[src/rtl/pdd_pkg.sv]
// shared types, constants and kernel tables of the palette error diffusion ditherer
package pdd_pkg;

    localparam int DEF_MAX_WIDTH     = 1024;
    localparam int DEF_PALETTE_DEPTH = 16;
    localparam int POSW              = 27;
    localparam int CW                = 14;

    localparam logic [1:0] KIND_PIXEL   = 2'd0;
    localparam logic [1:0] KIND_PALETTE = 2'd1;
    localparam logic [1:0] KIND_DRAIN   = 2'd2;

    localparam logic [2:0] CFG_METHOD   = 3'd0;
    localparam logic [2:0] CFG_STRENGTH = 3'd1;
    localparam logic [2:0] CFG_DEFAULT  = 3'd2;
    localparam logic [2:0] CFG_WIDTH    = 3'd3;
    localparam logic [2:0] CFG_HEIGHT   = 3'd4;
    localparam logic [2:0] CFG_PSIZE    = 3'd5;

    typedef struct packed {
        logic signed [2:0] dx;
        logic [1:0]        dy;
        logic [3:0]        wt;
    } t_tap;

    localparam t_tap TAPS [64] = '{
        // floyd-steinberg
        '{3'sd1, 2'd0, 4'd7}, '{-3'sd1, 2'd1, 4'd3}, '{3'sd0, 2'd1, 4'd5}, '{3'sd1, 2'd1, 4'd1},
        // sierra
        '{3'sd1, 2'd0, 4'd5}, '{3'sd2, 2'd0, 4'd3}, '{-3'sd2, 2'd1, 4'd2}, '{-3'sd1, 2'd1, 4'd4},
        '{3'sd0, 2'd1, 4'd5}, '{3'sd1, 2'd1, 4'd4}, '{3'sd2, 2'd1, 4'd2}, '{-3'sd1, 2'd2, 4'd2},
        '{3'sd0, 2'd2, 4'd3}, '{3'sd1, 2'd2, 4'd2},
        // two-row sierra
        '{3'sd1, 2'd0, 4'd4}, '{3'sd2, 2'd0, 4'd3}, '{-3'sd2, 2'd1, 4'd1}, '{-3'sd1, 2'd1, 4'd2},
        '{3'sd0, 2'd1, 4'd3}, '{3'sd1, 2'd1, 4'd2}, '{3'sd2, 2'd1, 4'd1},
        // jarvis-judice-ninke
        '{3'sd1, 2'd0, 4'd7}, '{3'sd2, 2'd0, 4'd5}, '{-3'sd2, 2'd1, 4'd3}, '{-3'sd1, 2'd1, 4'd5},
        '{3'sd0, 2'd1, 4'd7}, '{3'sd1, 2'd1, 4'd5}, '{3'sd2, 2'd1, 4'd3}, '{-3'sd2, 2'd2, 4'd1},
        '{-3'sd1, 2'd2, 4'd3}, '{3'sd0, 2'd2, 4'd5}, '{3'sd1, 2'd2, 4'd3}, '{3'sd2, 2'd2, 4'd1},
        // stucki
        '{3'sd1, 2'd0, 4'd8}, '{3'sd2, 2'd0, 4'd4}, '{-3'sd2, 2'd1, 4'd2}, '{-3'sd1, 2'd1, 4'd4},
        '{3'sd0, 2'd1, 4'd8}, '{3'sd1, 2'd1, 4'd4}, '{3'sd2, 2'd1, 4'd2}, '{-3'sd2, 2'd2, 4'd1},
        '{-3'sd1, 2'd2, 4'd2}, '{3'sd0, 2'd2, 4'd4}, '{3'sd1, 2'd2, 4'd2}, '{3'sd2, 2'd2, 4'd1},
        // sierra lite
        '{3'sd1, 2'd0, 4'd2}, '{-3'sd1, 2'd1, 4'd1}, '{3'sd0, 2'd1, 4'd1},
        // atkinson
        '{3'sd1, 2'd0, 4'd1}, '{3'sd2, 2'd0, 4'd1}, '{-3'sd1, 2'd1, 4'd1}, '{3'sd0, 2'd1, 4'd1},
        '{3'sd1, 2'd1, 4'd1}, '{3'sd0, 2'd2, 4'd1},
        // burkes
        '{3'sd1, 2'd0, 4'd8}, '{3'sd2, 2'd0, 4'd4}, '{-3'sd2, 2'd1, 4'd2}, '{-3'sd1, 2'd1, 4'd4},
        '{3'sd0, 2'd1, 4'd8}, '{3'sd1, 2'd1, 4'd4}, '{3'sd2, 2'd1, 4'd2},
        '{3'sd0, 2'd0, 4'd0}, '{3'sd0, 2'd0, 4'd0}, '{3'sd0, 2'd0, 4'd0}
    };

    function automatic logic [5:0] kern_first(input logic [3:0] m);
        logic [5:0] f;
        unique case (m)
            4'd2:    f = 6'd4;
            4'd3:    f = 6'd14;
            4'd4:    f = 6'd21;
            4'd5:    f = 6'd33;
            4'd6:    f = 6'd45;
            4'd7:    f = 6'd48;
            4'd8:    f = 6'd54;
            default: f = 6'd0;
        endcase
        return f;
    endfunction

    function automatic logic [3:0] kern_count(input logic [3:0] m);
        logic [3:0] c;
        unique case (m)
            4'd1:    c = 4'd4;
            4'd2:    c = 4'd10;
            4'd3:    c = 4'd7;
            4'd4:    c = 4'd12;
            4'd5:    c = 4'd12;
            4'd6:    c = 4'd3;
            4'd7:    c = 4'd6;
            4'd8:    c = 4'd7;
            default: c = 4'd0;
        endcase
        return c;
    endfunction

    function automatic logic [5:0] kern_div(input logic [3:0] m);
        logic [5:0] d;
        unique case (m)
            4'd1:    d = 6'd16;
            4'd2:    d = 6'd32;
            4'd3:    d = 6'd16;
            4'd4:    d = 6'd48;
            4'd5:    d = 6'd42;
            4'd6:    d = 6'd4;
            4'd7:    d = 6'd8;
            4'd8:    d = 6'd32;
            default: d = 6'd1;
        endcase
        return d;
    endfunction

    typedef struct packed {
        logic pix_wr;
        logic pal_wr;
        logic rd_out;
        logic load_pix;
        logic srch_step;
        logic err_calc;
        logic tap_init;
        logic tap_skip;
        logic tap_mul;
        logic tap_div;
        logic tap_wr;
        logic out_load;
    } t_cmd;

    typedef struct packed {
        logic in_full;
        logic drain_ok;
        logic emit_due;
        logic quant;
        logic srch_done;
        logic diffuse;
        logic tap_done;
        logic tap_left;
    } t_sts;

endpackage

[src/rtl/pdd_ctrl.sv]
// sequencing state machine of the palette error diffusion ditherer
module pdd_ctrl (
    input  logic          i_clk,
    input  logic          i_rst_n,
    input  logic          i_in_valid,
    output logic          o_in_ready,
    input  logic [1:0]    i_kind,
    input  logic          i_cfg_we,
    output logic          o_out_valid,
    input  logic          i_out_ready,
    output pdd_pkg::t_cmd o_cmd,
    input  pdd_pkg::t_sts i_sts
);
    import pdd_pkg::*;

    localparam logic [3:0] S_IDLE  = 4'd0;
    localparam logic [3:0] S_CHECK = 4'd1;
    localparam logic [3:0] S_RD    = 4'd2;
    localparam logic [3:0] S_RDW   = 4'd3;
    localparam logic [3:0] S_SRCH  = 4'd4;
    localparam logic [3:0] S_ERR   = 4'd5;
    localparam logic [3:0] S_TAP   = 4'd6;
    localparam logic [3:0] S_TW    = 4'd7;
    localparam logic [3:0] S_TDIV  = 4'd8;
    localparam logic [3:0] S_TWR   = 4'd9;
    localparam logic [3:0] S_OUT   = 4'd10;

    logic [3:0] r_state, n_state;
    logic       r_settle;
    logic       r_out_valid, n_out_valid;
    logic       accept;

    assign o_in_ready  = (r_state == S_IDLE) && !r_settle;
    assign accept      = i_in_valid && o_in_ready;
    assign o_out_valid = r_out_valid;

    always_comb begin
        n_state = r_state;
        o_cmd   = '0;
        unique case (r_state)
            S_IDLE: begin
                if (accept) begin
                    case (i_kind)
                        KIND_PIXEL: begin
                            if (!i_sts.in_full) begin
                                o_cmd.pix_wr = 1'b1;
                                n_state      = S_CHECK;
                            end
                        end
                        KIND_PALETTE: o_cmd.pal_wr = 1'b1;
                        KIND_DRAIN: begin
                            if (i_sts.drain_ok) n_state = S_RD;
                        end
                        default: ;
                    endcase
                end
            end
            S_CHECK: n_state = i_sts.emit_due ? S_RD : S_IDLE;
            S_RD: begin
                o_cmd.rd_out = 1'b1;
                n_state      = S_RDW;
            end
            S_RDW: begin
                o_cmd.load_pix = 1'b1;
                n_state        = i_sts.quant ? S_SRCH : S_OUT;
            end
            S_SRCH: begin
                if (i_sts.srch_done) n_state = S_ERR;
                else o_cmd.srch_step = 1'b1;
            end
            S_ERR: begin
                o_cmd.err_calc = 1'b1;
                o_cmd.tap_init = 1'b1;
                n_state        = i_sts.diffuse ? S_TAP : S_OUT;
            end
            S_TAP: begin
                if (i_sts.tap_done) n_state = S_OUT;
                else if (i_sts.tap_left) o_cmd.tap_skip = 1'b1;
                else n_state = S_TW;
            end
            S_TW: begin
                o_cmd.tap_mul = 1'b1;
                n_state       = S_TDIV;
            end
            S_TDIV: begin
                o_cmd.tap_div = 1'b1;
                n_state       = S_TWR;
            end
            S_TWR: begin
                o_cmd.tap_wr = 1'b1;
                n_state      = S_TAP;
            end
            S_OUT: begin
                if (!r_out_valid || i_out_ready) begin
                    o_cmd.out_load = 1'b1;
                    n_state        = S_IDLE;
                end
            end
            default: n_state = S_IDLE;
        endcase
    end

    always_comb begin
        n_out_valid = r_out_valid;
        if (o_cmd.out_load) n_out_valid = 1'b1;
        else if (i_out_ready) n_out_valid = 1'b0;
    end

    always_ff @(posedge i_clk) begin
        if (!i_rst_n) begin
            r_state     <= S_IDLE;
            r_settle    <= 1'b1;
            r_out_valid <= 1'b0;
        end else begin
            r_state     <= n_state;
            r_settle    <= i_cfg_we;
            r_out_valid <= n_out_valid;
        end
    end

endmodule

[config.mk]
export PLATFORM = sky130hd
export DESIGN_NAME = pdd_ctrl
export DESIGN_NICKNAME = d
export VERILOG_FILES = /design/src/rtl/pdd_pkg.sv /design/src/rtl/pdd_ctrl.sv
export SDC_FILE = /design/constraint.sdc
export NUM_CORES = 1
export LEC_CHECK = 0
export ABC_AREA = 1
export BUFFER_PORTS_ARGS = -buffer_cell sky130_fd_sc_hd__buf_2
export CAP_MARGIN = 20
export CELL_PAD_IN_SITES_DETAIL_PLACEMENT = 0
export CELL_PAD_IN_SITES_GLOBAL_PLACEMENT = 1
export CORE_ASPECT_RATIO = 1.5
export CORE_UTILIZATION = 31
export DETAILED_ROUTE_END_ITERATION = 8
export PLACE_DENSITY = 0.81
export SLEW_MARGIN = 25
export SYNTH_ARGS = -nofsm -noshare
export SYNTH_HDL_FRONTEND = slang
export SYNTH_SLANG_ARGS = --single-unit
[constraint.sdc]
create_clock -name i_clk -period 1.51 [get_ports i_clk]
set_input_delay 0.151 -clock i_clk [delete_from_list [all_inputs] [get_ports i_clk]]
set_output_delay 0.151 -clock i_clk [all_outputs]
set_load 0.02 [all_outputs]
==> results.txt, run 1 <==
DRT Pass-1 Iters: 4
register bit total from synthesis: 6
top sig layer: met4
WL/cell: 11.49 µm
Critical Path Fanout Max: 2
Critical R2R Launch: r_state[2]
cell depth of the worst hold path: 2
Hold Path Class: input pin to flip-flop
fin crit share: 97.41%
hold_ws: 0.09304 ns
Worst EP arrival: 1.32 ns
All-Layer GR Usage: 17.72%
Max rail drop VDD: 330.8 µV
max_cap viols: 0
Ys Warns: 0
vias per cell: 4.828
Net Count, Synth: 120
synthesis-to-finish area growth: 49.26%
Die Span X: 40.26 µm
Critical Path Sink Type: output pin
share of cells above drive strength 1: 55.10%
CP max stage delay: 0.34 ns
Netlist cell types: 24
Initial DRC Count: 25
PortBufs: 28
clk_lat worst skew: 0.24 ns
Mapped Area: 680.7 µm²
antenna violations before repair: 0
crit-path cells: nor2_4 > nand2_4 > nor2_4 > nand2_2 > buf_6 > nor3_2 > buf_4
global route overflow: 0
R2R setup slack: 0.10 ns
setup ws final: 0.03914 ns
Post-Synthesis Cells: 105
nets@finish: 164
Max Clk Rate: 679.9 MHz
pwr dens: 527.3 mW/mm²
CP max-delay cell: dfxtp_4
CTS clk-pin slew, worst paths: 0.05 ns
Worst-Margin Slew: 0.2204 ns
Avg Inst Size Synth: 6.482 µm²
# H-tree levels: 1
wl on met1: 715 µm
Max clock buf depth: 2
relative max-transition margin: 85.27%
RSZ-0062 raised after global routing: yes
worst reg2reg path depth: 11
post-route clock skew: 0.002951 ns
die height: 59.39 µm
Top cell by count, worst path: nor2_4
final cell count without fillers: 169
placed cell count: 156
placed cell area: 879.6 µm²
Worst Hold End: r_settle
pre-CTS WS: 0.1009 ns
status: finished, final reports clean
Vias: 816
final hold violations: 0
largest net degree at the start of global routing: 9
Placeable Area: 0.002052 mm²
Clock Sinks: 6
Post-DRT Antenna Nets: 0
Worst R2R End: r_state[1]
Fillers: 222
Starting Density: 33.17%
final setup vio count: 0
critical path class: flip-flop to output pin
routability cong.: 0.7759
hold path startpoint: i_cfg_we
Tmin final: 1.471 ns
placed wire-length estimate: 1541 µm
die area: 0.002391 mm²
antenna cells: 0
Total Wirelength: 1941 µm
Detail Route met3 WL: 68 µm
vias in the first global route: 746
Pleak: 0.0005966 µW
CTS Buf Count: 3
area of the multi-input gates: 479.2 µm²
CP required: 1.36 ns
Final Max Slew Viols: 0
post-synthesis sequential area ratio: 17.65%
CTS tree: done
Worst Setup Start Kind: flip-flop
# DRC: 0
Finished Cell Area: 0.001016 mm²
FP Rows: 20
sequential cell area: 132.6 µm²
I/O pin cnt: 29
routed wl met2: 1120 µm
first-pass GRT wire length: 3001 µm
CTS Root Cell: clkbuf_4
-- cells in the final DEF (no fill, tap or decap), drive strengths merged, types with 2 or more instances in the layout --
cell type	netlist	final
a21oi	3	3
o21ai	2	2
buf	2	41
o211ai	2	2
nand2	19	19
clkbuf	0	3
dfxtp	6	6
nor2	24	24
nor3	3	3
nand3	11	11
inv	24	24
nand4	4	4
-- worst max-delay path, delay by kind of cell, from the launching register on --
family / cells / cell delay (ns)
buffers and inverters: 2 / 0.28
DFF: 1 / 0.34
and+or+nand+nor: 5 / 0.45
-- state kept, by name, indices dropped and copies added (netlist names) --
name         flops
o_out_valid      1
r_state          4
r_settle         1
-- kinds of logic (layout without fill, tap and decap cells) --
family                 after synthesis  count (layout)  synth area share, %
AOI/OAI and AO/OA                    8               8                7.721
buffers and inverters               26              68                15.44
DFF                                  6               6                17.65
and+or+nand+nor                     65              65                59.19
-- through the flow --
step / total power [µW] / TNS (ns) / utilization, %
global route: 563.7 / -0.1010 / 49.51
floorplan: 304.7 / -0.02646 / -
global placement: 360.3 / 0 / 42.87
detailed placement: 361.3 / 0 / 42.87
CTS: 521.3 / 0 / 46.71
finish: 535.8 / 0 / 49.51
-- synth_stat cells --
library cell | instances | area share [%]
a21oi_1 | 2 | 1.5
a21oi_2 | 1 | 1.3
a41oi_1 | 1 | 1.3
buf_4 | 2 | 2.2
dfxtp_1 | 6 | 18
inv_1 | 17 | 9.4
inv_2 | 7 | 3.9
nand2_1 | 17 | 9.4
nand2_4 | 2 | 3.3
nand3_1 | 8 | 5.9
nand3_2 | 3 | 4.4
nand3b_2 | 1 | 1.7
nand4_1 | 4 | 3.7
nor2_1 | 12 | 6.6
nor2_2 | 6 | 5.5
nor2_4 | 5 | 8.3
nor2_8 | 1 | 2.9
nor3_1 | 2 | 1.5
nor3_2 | 1 | 1.5
nor3b_2 | 1 | 1.8
nor4_2 | 1 | 1.8
o211ai_1 | 2 | 2.2
o21ai_1 | 2 | 1.5
or2_2 | 1 | 0.92
-- final cells by class --
| cell class | instances | share of cell area [%] |
|---|---|---|
| Sequential cell | 6 | 13.05 |
| Clock buffer | 3 | 2.217 |
| Tap cell | 22 | 2.709 |
| Multi-Input combinational cell | 73 | 47.17 |
| Inverter | 24 | 8.867 |
| Timing Repair Buffer | 41 | 25.99 |
-- power by group --
| part | switching (µW) | leakage, µW | internal (µW) |
|---|---|---|---|
| combinational | 124 | 0.000531 | 97.1 |
| sequential | 6.12 | 0.0000516 | 162 |
| clock | 57.1 | 0.0000138 | 89.9 |
| total | 187 | 0.000597 | 349 |
-- worst max-delay path by stage --
stage,from,endpoint,slack [ns],depth (start not counted)
floorplan,r_state[1],o_cmd[11],-0.03,5
global placement,r_state[3],o_cmd[11],0.13,6
detailed placement,r_state[3],o_cmd[11],0.10,6
CTS,r_state[2],o_cmd[10],0.004,7
global route,r_state[2],o_cmd[0],-0.03,5
finish,r_state[2],o_cmd[10],0.04,7
-- metal layers --
layer | vias to the layer above | global-route usage (%)
met1 | 370 | 19.72
met2 | 25 | 32.26
li1 | 417 | -
met3 | 4 | 2.256
met5 | - | 0
met4 | 0 | 6.190
-- timing repair --
action | 4_1_cts | 5_1_grt
endpoints found under the hold margin | 0 | 0
setup buffers | 5 | 5
endpoints found under the setup margin | 2 | 7
pin swaps | 7 | 1
gates resized for setup | 8 | 7
hold buffers | 0 | 0
Power figures use the tool's default switching activity.
==> run 2, diff against run 1 <==
Settings changed: ABC_AREA 1 to unset, CORE_ASPECT_RATIO 1.5 to unset, CORE_UTILIZATION 31 to 29, PLACE_DENSITY 0.81 to 0.8.
==> run 2 against run 1 <==
  * The flow now finishes with violations (setup timing)
  * Sequential cell count stayed put
  * Combinational power fell by 68%
  * Via count shrank 23%
  * Setup slack worse by 0.16 ns
  * First-iteration DRC count is 56% lower
  * Synthesized cell count fell by 31%
  * Register-to-register slack got worse by 0.03 ns
  * Critical endpoint is now o_cmd[11]
  * Largest cell class unchanged
==> results.txt, run 2 <==
Worst-Margin Slew: 0.2293 ns (+0.008889 ns)
routability cong.: 0.8745 (+13%)
RSZ-0062 raised after global routing: yes
post-route clock skew: 0.008537 ns (+0.005586 ns)
placed cell area: 729.5 µm² (-17%)
synth cell count leaders: nor2_1 (11), dfxtp_1 (6), nand2b_1 (6)
Post-Synthesis Cells: 72 (-31%)
CP required: 1.36 ns (about the same)
Hold Path Class: input pin to flip-flop
Critical Path Sink Type: output pin
Tmin final: 1.628 ns (+0.1576 ns)
Post-DRT Antenna Nets: 0 (unchanged)
Worst EP arrival: 1.48 ns (+0.16 ns)
Vias: 629 (-23%)
Comb power frac: 18.4% (-23 points)
CTS tree: done
final setup TNS: -0.2832 ns (-0.2832 ns)
relative max-transition margin: 84.60% (-0.67 points)
final hold violations: 0 (unchanged)
antenna cells: 0 (unchanged)
All-Layer GR Usage: 15.45% (-2.3 points)
Net Count, Synth: 87 (-28%)
Pleak: 0.0003862 µW (-35%)
violated checks: setup timing
CTS clk-pin slew, worst paths: 0.05 ns (about the same)
Avg Inst Size Synth: 7.490 µm² (+16%)
setup ws final: -0.1184 ns (-0.1576 ns)
Reg power frac: 42.6% (+11 points)
Max clock buf depth: 2 (unchanged)
Final Max Slew Viols: 0 (unchanged)
vias per cell: 4.838 (+0.21%)
CP max stage delay: 0.33 ns (about the same)
pwr dens: 460.2 mW/mm² (-13%)
global route overflow: 0 (unchanged)
Simple-Gate Fraction of Synth Area: 42.23% (-17 points)
WL/cell: 11.25 µm (-2.1%)
# DRC: 0 (unchanged)
Die Span X: 45.12 µm (+12%)
Worst Setup Start Kind: flip-flop
Switching Share: 24.79% (-10 points)
fin crit share: 107.8% (+10 points)
hold_ws: 0.08890 ns (-0.004143 ns)
Top FF cell, synth: dfxtp_1
largest net degree at the start of global routing: 16 (+7)
Final Util: 47.83% (-1.7 points)
top cells by area, synth: dfxtp_1 (22%), nor2_1 (7.7%), nand2b_1 (7.0%), o21ai_0 (4.6%), nor4_4 (3.9%)
Mapped Area: 539.3 µm² (-21%)
vias in the first global route: 552 (-26%)
CTS Buf Count: 3 (unchanged)
commonest non-fill, non-tap cell in the layout: buf_2
status: finished with violations
max_cap viols: 0 (unchanged)
PortBufs: 28 (unchanged)
Post-synth EDFFs: 0 (unchanged)
Clock Sinks: 6 (unchanged)
CTS Root Cell: clkbuf_4
register bit total from synthesis: 6 (unchanged)
clk_lat worst skew: 0.25 ns (about the same)
Top reg by flops: r_state
most common cell in the netlist: nor2_1
Netlist cell types: 32 (+33%)
Async SR Flop Fraction: 0% (unchanged)
Placeable Area: 0.001727 mm² (-16%)
DRT Pass-1 Iters: 4 (unchanged)
Finished Cell Area: 825.8 µm² (-19%)
critical path class: flip-flop to output pin
final setup vio count: 4 (+4)
Initial DRC Count: 11 (-56%)
Starting Density: 31.23% (-1.9 points)
die area: 0.002036 mm² (-15%)
post-synthesis mux area share: 0% (unchanged)
most frequent cells in the layout: buf_2 (22), buf_4 (10), nor2_1 (8)
Fillers: 177 (-20%)
antenna violations before repair: 0 (unchanged)
Ys Warns: 0 (unchanged)
cell internal pwr: 285.9 µW (-18%)
largest area contributor in the netlist: dfxtp_1
placed wire-length estimate: 1143 µm (-26%)
adder-cell share of the synthesized area: 0% (unchanged)
top cell type's share of synthesized area: 22.27% (+4.6 points)
net switching power: 94.22 µW (-50%)
Critical Path Fanout Max: 2 (unchanged)
Power, Total: 380.1 µW (-29%)
crit-path cells: or2_4 > nor4_4 > nand3b_1 > nor3_4 > buf_6
share of cells above drive strength 1: 50.48% (-4.6 points)
Total Wirelength: 1462 µm (-25%)
Clock Power Share: 39.0% (+12 points)
max FFs per register: 4 (unchanged)
I/O pin cnt: 29 (unchanged)
die height: 45.12 µm (-24%)
xor and xnor area share after synthesis: 0% (unchanged)
# H-tree levels: 1 (unchanged)
first-pass GRT wire length: 2297 µm (-23%)
nets@finish: 122 (-26%)
Max Clk Rate: 614.1 MHz (-9.7%)
post-synthesis sequential area ratio: 22.27% (+4.6 points)
Max rail drop VDD: 304.8 µV (-7.9%)
FP Rows: 15 (-25%)
Synth Area in Compound Gates: 25.06% (+17 points)
synthesis-to-finish area growth: 53.13%
CP max-delay cell: dfxtp_4
largest family of logic cells by synthesized area: simple AND/OR/NAND/NOR gates
[run 2: changes by cell type after synthesis, sizes merged, moves of 2 or more]
| cell | change |
|---|---|
| o211ai | -2 |
| a21boi | +2 |
| inv | -20 |
| nand2b | +6 |
| nand3 | -9 |
| nand4 | -3 |
| nor2b | +3 |
| o21ai | +3 |
| nor2 | -13 |
| buf | +4 |
| nand2 | -16 |
[run 2: final cells by class]
cell class / count / area (µm²) / area share, %
multi-input cells: 56 / 400.4 / 48.48
repair buffers: 36 / 230.2 / 27.88
flip-flops and latches: 6 / 126.4 / 15.30
clock buffers: 3 / 22.52 / 2.727
inverters: 4 / 15.01 / 1.818
well taps: 25 / 31.28 / 3.788
[run 2: power by group through the flow]
stage	Clock, µW	Combinational (µW)	Sequential (µW)
after CTS	154	72.5	162
final	148	69.9	162
after global routing	166	76.7	162
after detailed placement	0	61.6	167
after floorplan	0	30.0	166
after global placement	0	61.5	167
[run 2: kinds of logic (layout without fill, tap and decap cells)]
| group | after synthesis | in the layout |
|---|---|---|
| DFF | 6 | 6 |
| AOI/OAI and AO/OA | 19 | 19 |
| buffers and inverters | 10 | 43 |
| and+or+nand+nor | 37 | 37 |
[run 2: per-stage QoR]
step / setup WS, ns / cells
5_1_grt: -0.1913 / 130
2_1_floorplan: -0.05951 / 72
6_report: -0.1184 / 130
3_5_place_dp: 0.04818 / 124
4_1_cts: -0.1326 / 131
3_3_place_gp: 0.06359 / 124
[run 2: per-layer routing]
metal / global-route usage [%] / up-vias / wire length [µm]
met2: 23.48 / 16 / 714
met3: 2.800 / 4 / 64
met4: 7.273 / 0 / 19
met5: 0 / - / 0
met1: 20.96 / 289 / 663
li1: - / 320 / -
[run 2: final timing paths]
check | startpoint | end | slack [ns] | cells after the start
max reg2reg | r_state[0] | r_state[1] | 0.07 | 5
max | r_state[0] | o_cmd[11] | -0.12 | 5
min | i_cfg_we | r_settle | 0.09 | 2
min reg2reg | r_state[3] | r_state[3] | 0.56 | 1
[run 2: timing repair]
| action | CTS | global route |
|---|---|---|
| buffers inserted | 4 | 0 |
| hold buffers | 0 | 0 |
| setup endpoints to repair | 5 | 8 |
| gates resized for setup | 16 | 4 |
| pin swaps | 4 | 1 |
[run 2: critical path: cells and delay by family, from the launching register on]
| family | cells | cell delay [ns] |
|---|---|---|
| and+or+nand+nor | 4 | 0.76 |
| DFF | 1 | 0.33 |
| buffers and inverters | 1 | 0.14 |
